## config.mk

```make
export PLATFORM = sky130hd
export DESIGN_NAME = store_address_sequencer_top
export DESIGN_NICKNAME = d
export VERILOG_FILES = /design/src/rtl/core/sas_pkg.sv /design/src/rtl/core/sas_step.sv /design/src/rtl/core/store_address_sequencer_top.sv
export SDC_FILE = /design/constraint.sdc
export NUM_CORES = 1
export LEC_CHECK = 0
export BUFFER_PORTS_ARGS = -buffer_cell sky130_fd_sc_hd__buf_2
export CAP_MARGIN = 20
export CORE_MARGIN = 1.5
export CORE_UTILIZATION = 63
export DETAILED_ROUTE_END_ITERATION = 8
export PLACE_DENSITY = 0.86
export SETUP_SLACK_MARGIN = 0.05
export SYNTH_ARGS = -nofsm -noshare
export SYNTH_HDL_FRONTEND = slang
export SYNTH_SLANG_ARGS = --single-unit
export TNS_END_PERCENT = 1
```

## constraint.sdc

```tcl
create_clock -name i_clk -period 6.59 [get_ports i_clk]
set_clock_uncertainty 0.1 [all_clocks]
set_input_delay 1.318 -clock i_clk [delete_from_list [all_inputs] [get_ports i_clk]]
set_output_delay 1.318 -clock i_clk [all_outputs]
set_load 0.05 [all_outputs]
```

## src/rtl/core/sas_pkg.sv

```systemverilog
// Shared types and constants for the store address sequencer.
package sas_pkg;

    localparam int BYTE_BITS = 8;
    localparam int ADDR_BITS = 2 * BYTE_BITS;

    typedef enum logic [1:0] {
        OP_IDLE  = 2'd0,
        OP_READ  = 2'd1,
        OP_WRITE = 2'd2
    } t_bus_op;

    typedef enum logic [2:0] {
        MODE_ZP    = 3'd0,
        MODE_ZP_X  = 3'd1,
        MODE_IND_X = 3'd2,
        MODE_IND_Y = 3'd3,
        MODE_ABS   = 3'd4,
        MODE_ABS_X = 3'd5,
        MODE_ABS_Y = 3'd6,
        MODE_NONE  = 3'd7
    } t_mode;

    localparam logic KIND_START = 1'b0;

    typedef struct packed {
        logic [2:0]           phase;
        t_mode                held_mode;
        logic [BYTE_BITS-1:0] zp_pointer;
        logic [ADDR_BITS-1:0] effective_address;
    } t_seq_state;

    typedef struct packed {
        logic [ADDR_BITS-1:0] bus_address;
        t_bus_op              bus_op;
        logic [BYTE_BITS-1:0] write_data;
        logic                 pc_advance;
        logic                 done_res;
    } t_bus_word;

endpackage

```

## src/rtl/core/sas_step.sv

```systemverilog
// Next-state and bus word logic for one bus cycle of the sequencer.
module sas_step
    import sas_pkg::*;
(
    input  t_seq_state           i_state,
    input  logic                 i_kind,
    input  logic [2:0]           i_mode,
    input  logic [ADDR_BITS-1:0] i_program_counter,
    input  logic [BYTE_BITS-1:0] i_index_x,
    input  logic [BYTE_BITS-1:0] i_index_y,
    input  logic [BYTE_BITS-1:0] i_accumulator,
    input  logic [BYTE_BITS-1:0] i_read_data,
    output t_seq_state           o_state,
    output t_bus_word            o_word
);

    logic [ADDR_BITS-1:0] hi;
    logic [ADDR_BITS-1:0] ea_hi;
    logic [2:0]           cyc;
    logic [BYTE_BITS-1:0] idx;

    assign hi    = {i_read_data, {BYTE_BITS{1'b0}}};
    assign ea_hi = i_state.effective_address | hi;
    assign cyc   = i_state.phase + 3'd1;
    assign idx   = (i_state.held_mode == MODE_ABS_X) ? i_index_x : i_index_y;

    always_comb begin
        o_state = i_state;
        o_word  = '{bus_address: '0, bus_op: OP_IDLE, write_data: '0,
                    pc_advance: 1'b0, done_res: 1'b0};
        if (i_kind == KIND_START) begin
            if (t_mode'(i_mode) == MODE_NONE) begin
                o_state.phase = 3'd0;
            end else begin
                o_state.held_mode         = t_mode'(i_mode);
                o_state.phase             = 3'd1;
                o_state.zp_pointer        = '0;
                o_state.effective_address = '0;
                o_word.bus_address        = i_program_counter;
                o_word.bus_op             = OP_READ;
                o_word.pc_advance         = 1'b1;
            end
        end else if (i_state.phase != 3'd0) begin
            o_state.phase = cyc;
            unique case (i_state.held_mode)
                MODE_ZP: begin
                    o_state.effective_address = {{BYTE_BITS{1'b0}}, i_read_data};
                    o_state.phase             = 3'd0;
                end
                MODE_ZP_X: begin
                    if (cyc == 3'd2) begin
                        o_state.zp_pointer = i_read_data + i_index_x;
                    end else begin
                        o_state.effective_address =
                            {{BYTE_BITS{1'b0}}, i_state.zp_pointer};
                        o_state.phase = 3'd0;
                    end
                end
                MODE_IND_X: begin
                    if (cyc == 3'd2) begin
                        o_state.zp_pointer = i_read_data;
                    end else if (cyc == 3'd3) begin
                        o_state.zp_pointer = i_state.zp_pointer + i_index_x;
                    end else if (cyc == 3'd4) begin
                        o_word.bus_address = {{BYTE_BITS{1'b0}}, i_state.zp_pointer};
                        o_word.bus_op      = OP_READ;
                        o_state.zp_pointer = i_state.zp_pointer + 8'd1;
                    end else if (cyc == 3'd5) begin
                        o_state.effective_address = {{BYTE_BITS{1'b0}}, i_read_data};
                        o_word.bus_address = {{BYTE_BITS{1'b0}}, i_state.zp_pointer};
                        o_word.bus_op      = OP_READ;
                    end else begin
                        o_state.effective_address = ea_hi;
                        o_state.phase             = 3'd0;
                    end
                end
                MODE_IND_Y: begin
                    if (cyc == 3'd2) begin
                        o_state.zp_pointer = i_read_data;
                    end else if (cyc == 3'd3) begin
                        o_word.bus_address = {{BYTE_BITS{1'b0}}, i_state.zp_pointer};
                        o_word.bus_op      = OP_READ;
                        o_state.zp_pointer = i_state.zp_pointer + 8'd1;
                    end else if (cyc == 3'd4) begin
                        o_state.effective_address = {{BYTE_BITS{1'b0}}, i_read_data};
                        o_word.bus_address = {{BYTE_BITS{1'b0}}, i_state.zp_pointer};
                        o_word.bus_op      = OP_READ;
                    end else if (cyc == 3'd5) begin
                        o_state.effective_address =
                            ea_hi + {{BYTE_BITS{1'b0}}, i_index_y};
                    end else begin
                        o_state.phase = 3'd0;
                    end
                end
                default: begin
                    if (cyc == 3'd2) begin
                        o_state.effective_address = {{BYTE_BITS{1'b0}}, i_read_data};
                        o_word.bus_address = i_program_counter;
                        o_word.bus_op      = OP_READ;
                        o_word.pc_advance  = 1'b1;
                    end else if (cyc == 3'd3 && i_state.held_mode != MODE_ABS) begin
                        o_state.effective_address = ea_hi + {{BYTE_BITS{1'b0}}, idx};
                    end else begin
                        if (i_state.held_mode == MODE_ABS) begin
                            o_state.effective_address = ea_hi;
                        end
                        o_state.phase = 3'd0;
                    end
                end
            endcase
            if (o_state.phase == 3'd0) begin
                o_word.bus_address = o_state.effective_address;
                o_word.bus_op      = OP_WRITE;
                o_word.write_data  = i_accumulator;
                o_word.done_res    = 1'b1;
            end
        end
    end

endmodule

```

## src/rtl/core/store_address_sequencer_top.sv

```systemverilog
// Top level of the store address sequencer: state and bus word registers.
// The bus word for an accepted item is registered and valid in the cycle after acceptance.
// Throughput: one item per cycle; the step logic is a single pass over the state.
// A full output register stalls input only while its word is not taken.
// Reset clears sequencer state to idle and empties the output register.
module store_address_sequencer_top
    import sas_pkg::*;
(
    input  logic                 i_clk,
    input  logic                 i_rst_n,
    input  logic                 i_in_valid,
    output logic                 o_in_ready,
    input  logic                 i_kind,
    input  logic [2:0]           i_mode,
    input  logic [ADDR_BITS-1:0] i_program_counter,
    input  logic [BYTE_BITS-1:0] i_index_x,
    input  logic [BYTE_BITS-1:0] i_index_y,
    input  logic [BYTE_BITS-1:0] i_accumulator,
    input  logic [BYTE_BITS-1:0] i_read_data,
    output logic                 o_out_valid,
    input  logic                 i_out_ready,
    output logic [ADDR_BITS-1:0] o_bus_address,
    output logic [1:0]           o_bus_op,
    output logic [BYTE_BITS-1:0] o_write_data,
    output logic                 o_pc_advance,
    output logic                 o_done_res
);

    t_seq_state r_state;
    t_seq_state n_state;
    t_bus_word  r_word;
    t_bus_word  n_word;
    logic       r_out_valid;
    logic       accept;

    sas_step u_step (
        .i_state           (r_state),
        .i_kind            (i_kind),
        .i_mode            (i_mode),
        .i_program_counter (i_program_counter),
        .i_index_x         (i_index_x),
        .i_index_y         (i_index_y),
        .i_accumulator     (i_accumulator),
        .i_read_data       (i_read_data),
        .o_state           (n_state),
        .o_word            (n_word)
    );

    assign o_in_ready = !r_out_valid || i_out_ready;
    assign accept     = i_in_valid && o_in_ready;

    always_ff @(posedge i_clk) begin
        if (!i_rst_n) begin
            r_state     <= '{phase: 3'd0, held_mode: MODE_ZP, zp_pointer: '0,
                             effective_address: '0};
            r_out_valid <= 1'b0;
        end else begin
            if (accept) begin
                r_state <= n_state;
            end
            if (accept) begin
                r_out_valid <= 1'b1;
            end else if (i_out_ready) begin
                r_out_valid <= 1'b0;
            end
        end
    end

    always_ff @(posedge i_clk) begin
        if (accept) begin
            r_word <= n_word;
        end
    end

    assign o_out_valid   = r_out_valid;
    assign o_bus_address = r_word.bus_address;
    assign o_bus_op      = r_word.bus_op;
    assign o_write_data  = r_word.write_data;
    assign o_pc_advance  = r_word.pc_advance;
    assign o_done_res    = r_word.done_res;

endmodule

```

==> impl_metrics.env, run 1 <==
export IMPL_portBuffers=85
export IMPL_start_util=0.6544
export IMPL_netlist_area_leader_share=0.1407
export IMPL_drc=3
export IMPL_synthCells=742
export IMPL_grt_pass1_vias=6276
export IMPL_cp_data_arrival_time_ps=4160
export IMPL_required_ps=6600
export IMPL_holdCritPathClass="reg2reg"
export IMPL_path_max_fanout=16
export IMPL_critPathLaunch="r_state[24]$_SDFFE_PN0P_"
export IMPL_drv_cap=0
export IMPL_cts_hold_buf=0
export IMPL_holdWs_ps=456.4
export IMPL_syn_nets=838
export IMPL_async_flop_share=0
export IMPL_multi_input_area_sq_um=4079
export IMPL_setup_violations=0
export IMPL_path_class="reg2reg"
export IMPL_overflow=0
export IMPL_die_area_sq_um=9731
export IMPL_grt_first_pass_wirelength_um=33020
export IMPL_via_count=6702
export IMPL_p_leak_nw=2.541
export IMPL_use_met2=0.7009
export IMPL_rr_startpoint="r_state[24]$_SDFFE_PN0P_"
export IMPL_finalCriticalPeriod_ps=4151
export IMPL_vdd_drop_max_v=0.0001351
export IMPL_ctsHtreeMaxLevel=3
export IMPL_startpoint_type="flip-flop"
export IMPL_layout_drive_gt1_share=0.1602
export IMPL_clock_path_buffers=2
export IMPL_postCtsSetupBuffers=0
export IMPL_cts_tree="built"
export IMPL_wl_per_cell_um=23.59
export IMPL_powerDensity_nw_per_um2=152.9
export IMPL_syn_area_sq_um=5763
export IMPL_clk_pin_slew_ps=70
export IMPL_synth_seq_area_share=0.2484
export IMPL_finalNetCount=896
export IMPL_synth_largest_area_cell="edfxtp_1"
export IMPL_finalMaxSlewViolations=0
export IMPL_dpl_hpwl_um=16000
export IMPL_synthTopCellsByArea="edfxtp_1 (14%), dfxtp_1 (11%), ha_1 (7.8%), nand2_1 (5.7%), a21oi_1 (5.1%)"
export IMPL_grt_util_met3=0.09007
export IMPL_status="complete, but fails checks"
export IMPL_synthFlopType="dfxtp_1"
export IMPL_die_h_um=98.65
export IMPL_initialDrtViolationCount=864
export IMPL_insertion_delay_ps=350
export IMPL_gr_max_usage_layer="met2"
export IMPL_area_growth_syn_to_layout_pct=9.965
export IMPL_wl_um=21540
export IMPL_violations="design-rule violations"
export IMPL_viasPerCell=7.341
export IMPL_max_freq_mhz=240.9
export IMPL_antenna_found_initial=0
export IMPL_slew_headroom=0.3531
export IMPL_final_period_utilization=0.6299
export IMPL_yosysUniqueCellTypes=74
export IMPL_regToRegEndpoint="o_bus_address[13]$_DFFE_PP_"
export IMPL_die_width_um=98.65
export IMPL_seq_area_sq_um=1431
export IMPL_clock_sinks=58
export IMPL_finalHoldViolations=0
export IMPL_fill_cells=705
export IMPL_layout_commonest_cell="nand2_1"
export IMPL_min_path_cells=1
export IMPL_clockRootBuffer="clkbuf_8"
export IMPL_final_cell_mix="nand2_1 (88), buf_2 (85), a21oi_1 (59), nor2_1 (58), o21ai_0 (57)"
export IMPL_grtUsageMet1=0.5468
export IMPL_whs_endpoint="r_state[13]$_SDFFE_PN0P_"
export IMPL_grt_max_degree=36
export IMPL_r2r_slack_ps=2440
export IMPL_place_congestion=1.015
export IMPL_ant_nets=0
export IMPL_cts_buffers=9
export IMPL_num_io_pins=86
export IMPL_pre_cts_slack_ps=2342
export IMPL_syn_area_per_cell_sq_um=7.767
export IMPL_ctsResizeCount=0
export IMPL_grt_usage=0.4379
export IMPL_core_area_sq_um=8806
export IMPL_min_from="r_state[13]$_SDFFE_PN0P_"
export IMPL_num_antenna_cells=0
export IMPL_fin_ws_ps=2439
export IMPL_tightest_slew_ps=963.4
export IMPL_ff2ff_path_depth=11
export IMPL_end_kind="flip-flop"
export IMPL_num_rows=34
export IMPL_rsz0062_at_grt="false"
export IMPL_synth_edf_count=27
export IMPL_fin_util=0.7197
export IMPL_synth_seq_cells=58
export IMPL_tns_ps=0
export IMPL_firstDrtPassIters=9
export IMPL_synth_warnings=0
sequential cells by signal, indices dropped and copies added, names as in the netlist:
signal / cells
o_bus_op: 2
r_state: 30
o_pc_advance: 1
o_write_data: 8
o_bus_address: 16
o_out_valid: 1
metrics by stage:
| stage | std cells | power (W) | instance area [sq um] |
|---|---|---|---|
| global placement | 897 | 0.0006703 | 6176 |
| CTS | 913 | 0.0009525 | 6337 |
| finish | 913 | 0.0009690 | 6337 |
| global route | 913 | 0.0009915 | 6337 |
| floorplan | 742 | 0.0005924 | 5763 |
| detailed placement | 897 | 0.0006775 | 6176 |
worst max path at each step:
stage / endpoint / cells past startpoint
after global placement: o_bus_address[13]$_DFFE_PP_ / 10
after global routing: o_bus_address[13]$_DFFE_PP_ / 11
final: o_bus_address[13]$_DFFE_PP_ / 11
after detailed placement: o_bus_address[13]$_DFFE_PP_ / 10
after CTS: o_bus_address[13]$_DFFE_PP_ / 11
after floorplan: r_state[23]$_SDFFE_PN0P_ / 9
layer usage:
| metal | up-vias | part of all wire |
|---|---|---|
| li1 | 2934 | - |
| met5 | - | 0 |
| met4 | 0 | 0.065 |
| met2 | 587 | 0.46 |
| met1 | 3034 | 0.35 |
| met3 | 147 | 0.12 |
area by class of cell:
class / count / area share
Timing Repair Buffer: 89 / 0.07187
Sequential cell: 58 / 0.2259
Tap cell: 108 / 0.02132
Clock buffer: 10 / 0.02014
Inverter: 20 / 0.01185
Multi-Input combinational cell: 622 / 0.6436
Clock inverter: 6 / 0.005331
Yosys cell counts (6+ instances only):
master	instances
a211oi_1	6
a21o_1	15
a21oi_1	59
a221oi_1	10
a22o_1	13
a22oi_1	12
a31oi_1	13
and2_1	9
and3_1	17
buf_2	13
clkbuf_1	24
dfxtp_1	31
edfxtp_1	27
ha_1	36
inv_1	18
mux2_2	11
mux2i_1	7
nand2_1	88
nand2b_1	8
nand3_1	25
nand4_1	6
nor2_1	58
nor2b_1	7
nor3_1	15
nor4_1	6
o211ai_1	7
o21ai_0	57
o221ai_1	8
o22ai_1	11
xnor2_1	17
xor2_1	10
power breakdown:
| part | leakage, nW | total, W | switching (W) | internal, W |
|---|---|---|---|---|
| registers | 0.523 | 0.000401 | 0.00000869 | 0.000392 |
| clock network | 0.0795 | 0.000288 | 0.000155 | 0.000133 |
| logic | 1.94 | 0.000280 | 0.000194 | 0.0000866 |
worst max-delay path, cell delays in order, from the launching register on:
cell	delay, ps
dfxtp_1	730
nand2b_1	130
or2_2	420
mux2_2	320
ha_1	360
a21oi_2	340
o21ai_0	210
a22oi_1	400
nor4_1	110
and3_1	210
or3_1	330
a32o_1	250
logic make-up (layout without fill, tap and decap cells):
| group | after synthesis | in the layout | synth area share |
|---|---|---|---|
| AOI/OAI and AO/OA | 275 | 275 | 0.3222 |
| xor gates and xnor gates | 28 | 28 | 0.04386 |
| adders and majority gates | 40 | 40 | 0.09205 |
| buffers and inverters | 62 | 125 | 0.04385 |
| DFF | 58 | 58 | 0.2484 |
| muxes | 18 | 18 | 0.03365 |
| and+or+nand+nor | 261 | 261 | 0.2160 |
(Power assumes the default switching activity.)
==> inputs of run 2 (changes only) <==
--- a/config.mk
+++ b/config.mk
@@ -5,12 +5,13 @@
 export SDC_FILE = /design/constraint.sdc
 export NUM_CORES = 1
 export LEC_CHECK = 0
+export ABC_AREA = 1
 export BUFFER_PORTS_ARGS = -buffer_cell sky130_fd_sc_hd__buf_2
 export CAP_MARGIN = 20
 export CORE_MARGIN = 1.5
-export CORE_UTILIZATION = 63
+export CORE_UTILIZATION = 54
 export DETAILED_ROUTE_END_ITERATION = 8
-export PLACE_DENSITY = 0.86
+export PLACE_DENSITY = 0.77
 export SETUP_SLACK_MARGIN = 0.05
 export SYNTH_ARGS = -nofsm -noshare
 export SYNTH_HDL_FRONTEND = slang
==> constraint.sdc (replaced) <==
create_clock -name i_clk -period 3.38 [get_ports i_clk]
set_clock_uncertainty 0.1 [all_clocks]
set_input_delay 0.676 -clock i_clk [delete_from_list [all_inputs] [get_ports i_clk]]
set_output_delay 0.676 -clock i_clk [all_outputs]
set_load 0.05 [all_outputs]
==> impl_metrics.env, run 2 <==
export IMPL_status="finished clean"
export IMPL_rr_startpoint="r_state[25]$_SDFFE_PN0P_"
export IMPL_path_class="reg2reg"
export IMPL_wl_um=22200
export IMPL_path_max_fanout=8
export IMPL_slowest_delay_ps=350
export IMPL_top_register="r_state"
export IMPL_ant_nets=0
export IMPL_portBuffers=85
export IMPL_final_cell_mix="nand2_1 (334), inv_1 (120), a21oi_1 (103), nand3_1 (102), buf_2 (85)"
export IMPL_final_period_utilization=0.9100
export IMPL_tns_ps=0
export IMPL_finalHoldViolations=0
export IMPL_drv_cap=0
export IMPL_synth_warnings=0
export IMPL_core_area_sq_um=11470
export IMPL_viasPerCell=5.906
export IMPL_clk_pin_slew_ps=60
export IMPL_holdCritPathClass="reg2reg"
export IMPL_area_growth_syn_to_layout_pct=14.45
export IMPL_syn_area_per_cell_sq_um=6.072
export IMPL_fin_ws_ps=304.1
export IMPL_grt_usage=0.3508
export IMPL_powerDensity_nw_per_um2=319.9
export IMPL_cp_num_buf_inv=3
export IMPL_synthTopCellsByArea="nand2_1 (20%), edfxtp_1 (13%), dfxtp_1 (9.7%), a21oi_1 (8.1%), nand3_1 (8.0%)"
export IMPL_place_congestion=1.017
export IMPL_clkPwrFrac=0.381
export IMPL_tightest_slew_ps=718.5
export IMPL_clock_path_buffers=2
export IMPL_largest_reg_flops=30
export IMPL_async_flop_share=0
export IMPL_cts_hold_buf=0
export IMPL_ctsHtreeMaxLevel=3
export IMPL_swShare=0.3466
export IMPL_synth_seq_area_share=0.2237
export IMPL_required_ps=3370
export IMPL_vdd_drop_max_v=0.0004128
export IMPL_internal_power_w=0.001531
export IMPL_insertion_delay_ps=340
export IMPL_die_width_um=111.9
export IMPL_synth_largest_area_cell="nand2_1"
export IMPL_num_io_pins=86
export IMPL_die_area_sq_um=12510
export IMPL_num_rows=39
export IMPL_overflow=0
export IMPL_synth_edf_count=27
export IMPL_synth_seq_cells=58
export IMPL_cts_buffers=9
export IMPL_drc=0
export IMPL_synthFlopType="dfxtp_1"
export IMPL_cp_data_arrival_time_ps=3070
export IMPL_firstDrtPassIters=6
export IMPL_rsz0062_at_grt="false"
export IMPL_min_from="r_state[13]$_SDFFE_PN0P_"
export IMPL_synthTopCellsByCount="nand2_1 (334), inv_1 (120), a21oi_1 (103), nand3_1 (102), nor2_1 (69)"
export IMPL_regToRegEndpoint="o_bus_address[5]$_DFFE_PP_"
export IMPL_initialDrtViolationCount=789
export IMPL_grt_pass1_vias=6968
export IMPL_yosysUniqueCellTypes=46
export IMPL_max_freq_mhz=325.1
export IMPL_end_kind="flip-flop"
export IMPL_startpoint_type="flip-flop"
export IMPL_total_power_w=0.002343
export IMPL_antenna_found_initial=0
export IMPL_grt_first_pass_wirelength_um=34660
export IMPL_ctsResizeCount=0
export IMPL_comb_power_share=0.284
export IMPL_crit_chain="inv_1, nand3_1, buf_4, mux2_2, ha_1, nand2_1, inv_1, a21oi_1, nand2_1, or2_2, nand3_1, a21oi_1, nand2_1, nand2_1, nand2_1, nand2_1"
export IMPL_placedInstanceArea_sq_um=7038
export IMPL_start_util=0.5581
export IMPL_grt_max_degree=28
export IMPL_netlist_area_leader_share=0.1959
export IMPL_critPathLaunch="r_state[25]$_SDFFE_PN0P_"
export IMPL_syn_nets=1150
export IMPL_crit_path_top_delay_cell="ha_1"
export IMPL_r2r_slack_ps=300
export IMPL_power_switching_w=0.0008121
export IMPL_synth_most_common_cell="nand2_1"
export IMPL_finalMaxSlewViolations=0
export IMPL_fin_area_sq_um=7325
export IMPL_slew_headroom=0.5178
export IMPL_dpl_hpwl_um=17250
export IMPL_cp_depth=16
export IMPL_syn_area_sq_um=6400
export IMPL_clockRootBuffer="clkbuf_16"
export IMPL_synthCells=1054
export IMPL_seq_power_share=0.335
export IMPL_die_h_um=111.9
export IMPL_num_antenna_cells=0
export IMPL_layout_commonest_cell="nand2_1"
export IMPL_ff2ff_path_depth=16
export IMPL_crit_end="o_bus_address[5]$_DFFE_PP_"
export IMPL_setup_violations=0
export IMPL_pre_cts_slack_ps=221.3
export IMPL_cts_tree="built"
export IMPL_postCtsSetupBuffers=0
export IMPL_p_leak_nw=3.583
export IMPL_clock_sinks=58
export IMPL_via_count=7637
export IMPL_layout_drive_gt1_share=0.1443
export IMPL_finalCriticalPeriod_ps=3076
export IMPL_wl_per_cell_um=17.17
export IMPL_cp_common_cell="nand2_1"
export IMPL_finalNetCount=1241
export IMPL_critical_path_top_delay_family="simple AND/OR/NAND/NOR gates"
run 2: changes by cell type after synthesis, sizes merged, moves of 10 or more:
cell	before	now
and3	17	0
a21o	15	4
and2	10	0
inv	19	127
nand3	25	103
nand2	88	346
a221oi	10	0
a21oi	61	105
a22o	13	0
nand4	6	16
xnor2	17	6
nor2	58	76
run 2: metal layers:
layer / global-route usage / share of wire
met2: 0.5764 / 0.46
met3: 0.07567 / 0.091
met5: 0 / 0
met4: 0.1738 / 0.049
met1: 0.4352 / 0.40
run 2: cell families (layout without fill, tap and decap cells):
family	Yosys count	in the layout	synth area share
simple gates	563	563	0.3818
buf+inv	154	250	0.09384
fa+ha+maj	40	40	0.08289
compound gates	220	220	0.1891
mux	7	7	0.01232
xor+xnor	12	12	0.01642
flops	58	58	0.2237
run 2: layout make-up:
class                           instances  area (sq um)
Tap cell                              143         178.9
Fill cell                            1115          4143
Clock buffer                           10         229.0
Timing Repair Buffer                  105         575.6
Multi-Input combinational cell        842          4368
Sequential cell                        58          1431
Inverter                              129         484.2
Clock inverter                          6         57.56
run 2: worst min-delay path by stage:
stage,to,cells after the start
2_1_floorplan,r_state[11]$_SDFFE_PN0P_,2
4_1_cts,r_state[13]$_SDFFE_PN0P_,2
5_1_grt,r_state[11]$_SDFFE_PN0P_,2
6_report,r_state[13]$_SDFFE_PN0P_,2
3_5_place_dp,r_state[13]$_SDFFE_PN0P_,2
3_3_place_gp,r_state[25]$_SDFFE_PN0P_,2
run 2: through the flow:
step / std cells / utilization / hold slack, ps
6_report: 1293 / 0.6387 / 389.5
4_1_cts: 1293 / 0.6387 / 392.8
3_3_place_gp: 1277 / 0.6137 / 378.9
2_1_floorplan: 1054 / - / 358.8
3_5_place_dp: 1277 / 0.6137 / 384.8
5_1_grt: 1293 / 0.6387 / 417.5
run 2: power groups by stage:
stage	clock, W	sequential [W]	combinational, W
2_1_floorplan	0	0.000889	0.000365
5_1_grt	0.000941	0.000787	0.000725
3_3_place_gp	0	0.000798	0.000646
4_1_cts	0.000903	0.000785	0.000653
6_report	0.000892	0.000785	0.000666
3_5_place_dp	0	0.000799	0.000650
run 2: worst reg2reg max path: stages, from the launching register on:
cell	delay, ps
dfxtp_1	320
inv_1	70
nand3_1	160
buf_4	200
mux2_2	340
ha_1	350
nand2_1	150
inv_1	50
a21oi_1	210
nand2_1	130
or2_2	290
nand3_1	70
a21oi_1	90
nand2_1	120
nand2_1	60
nand2_1	70
nand2_1	50
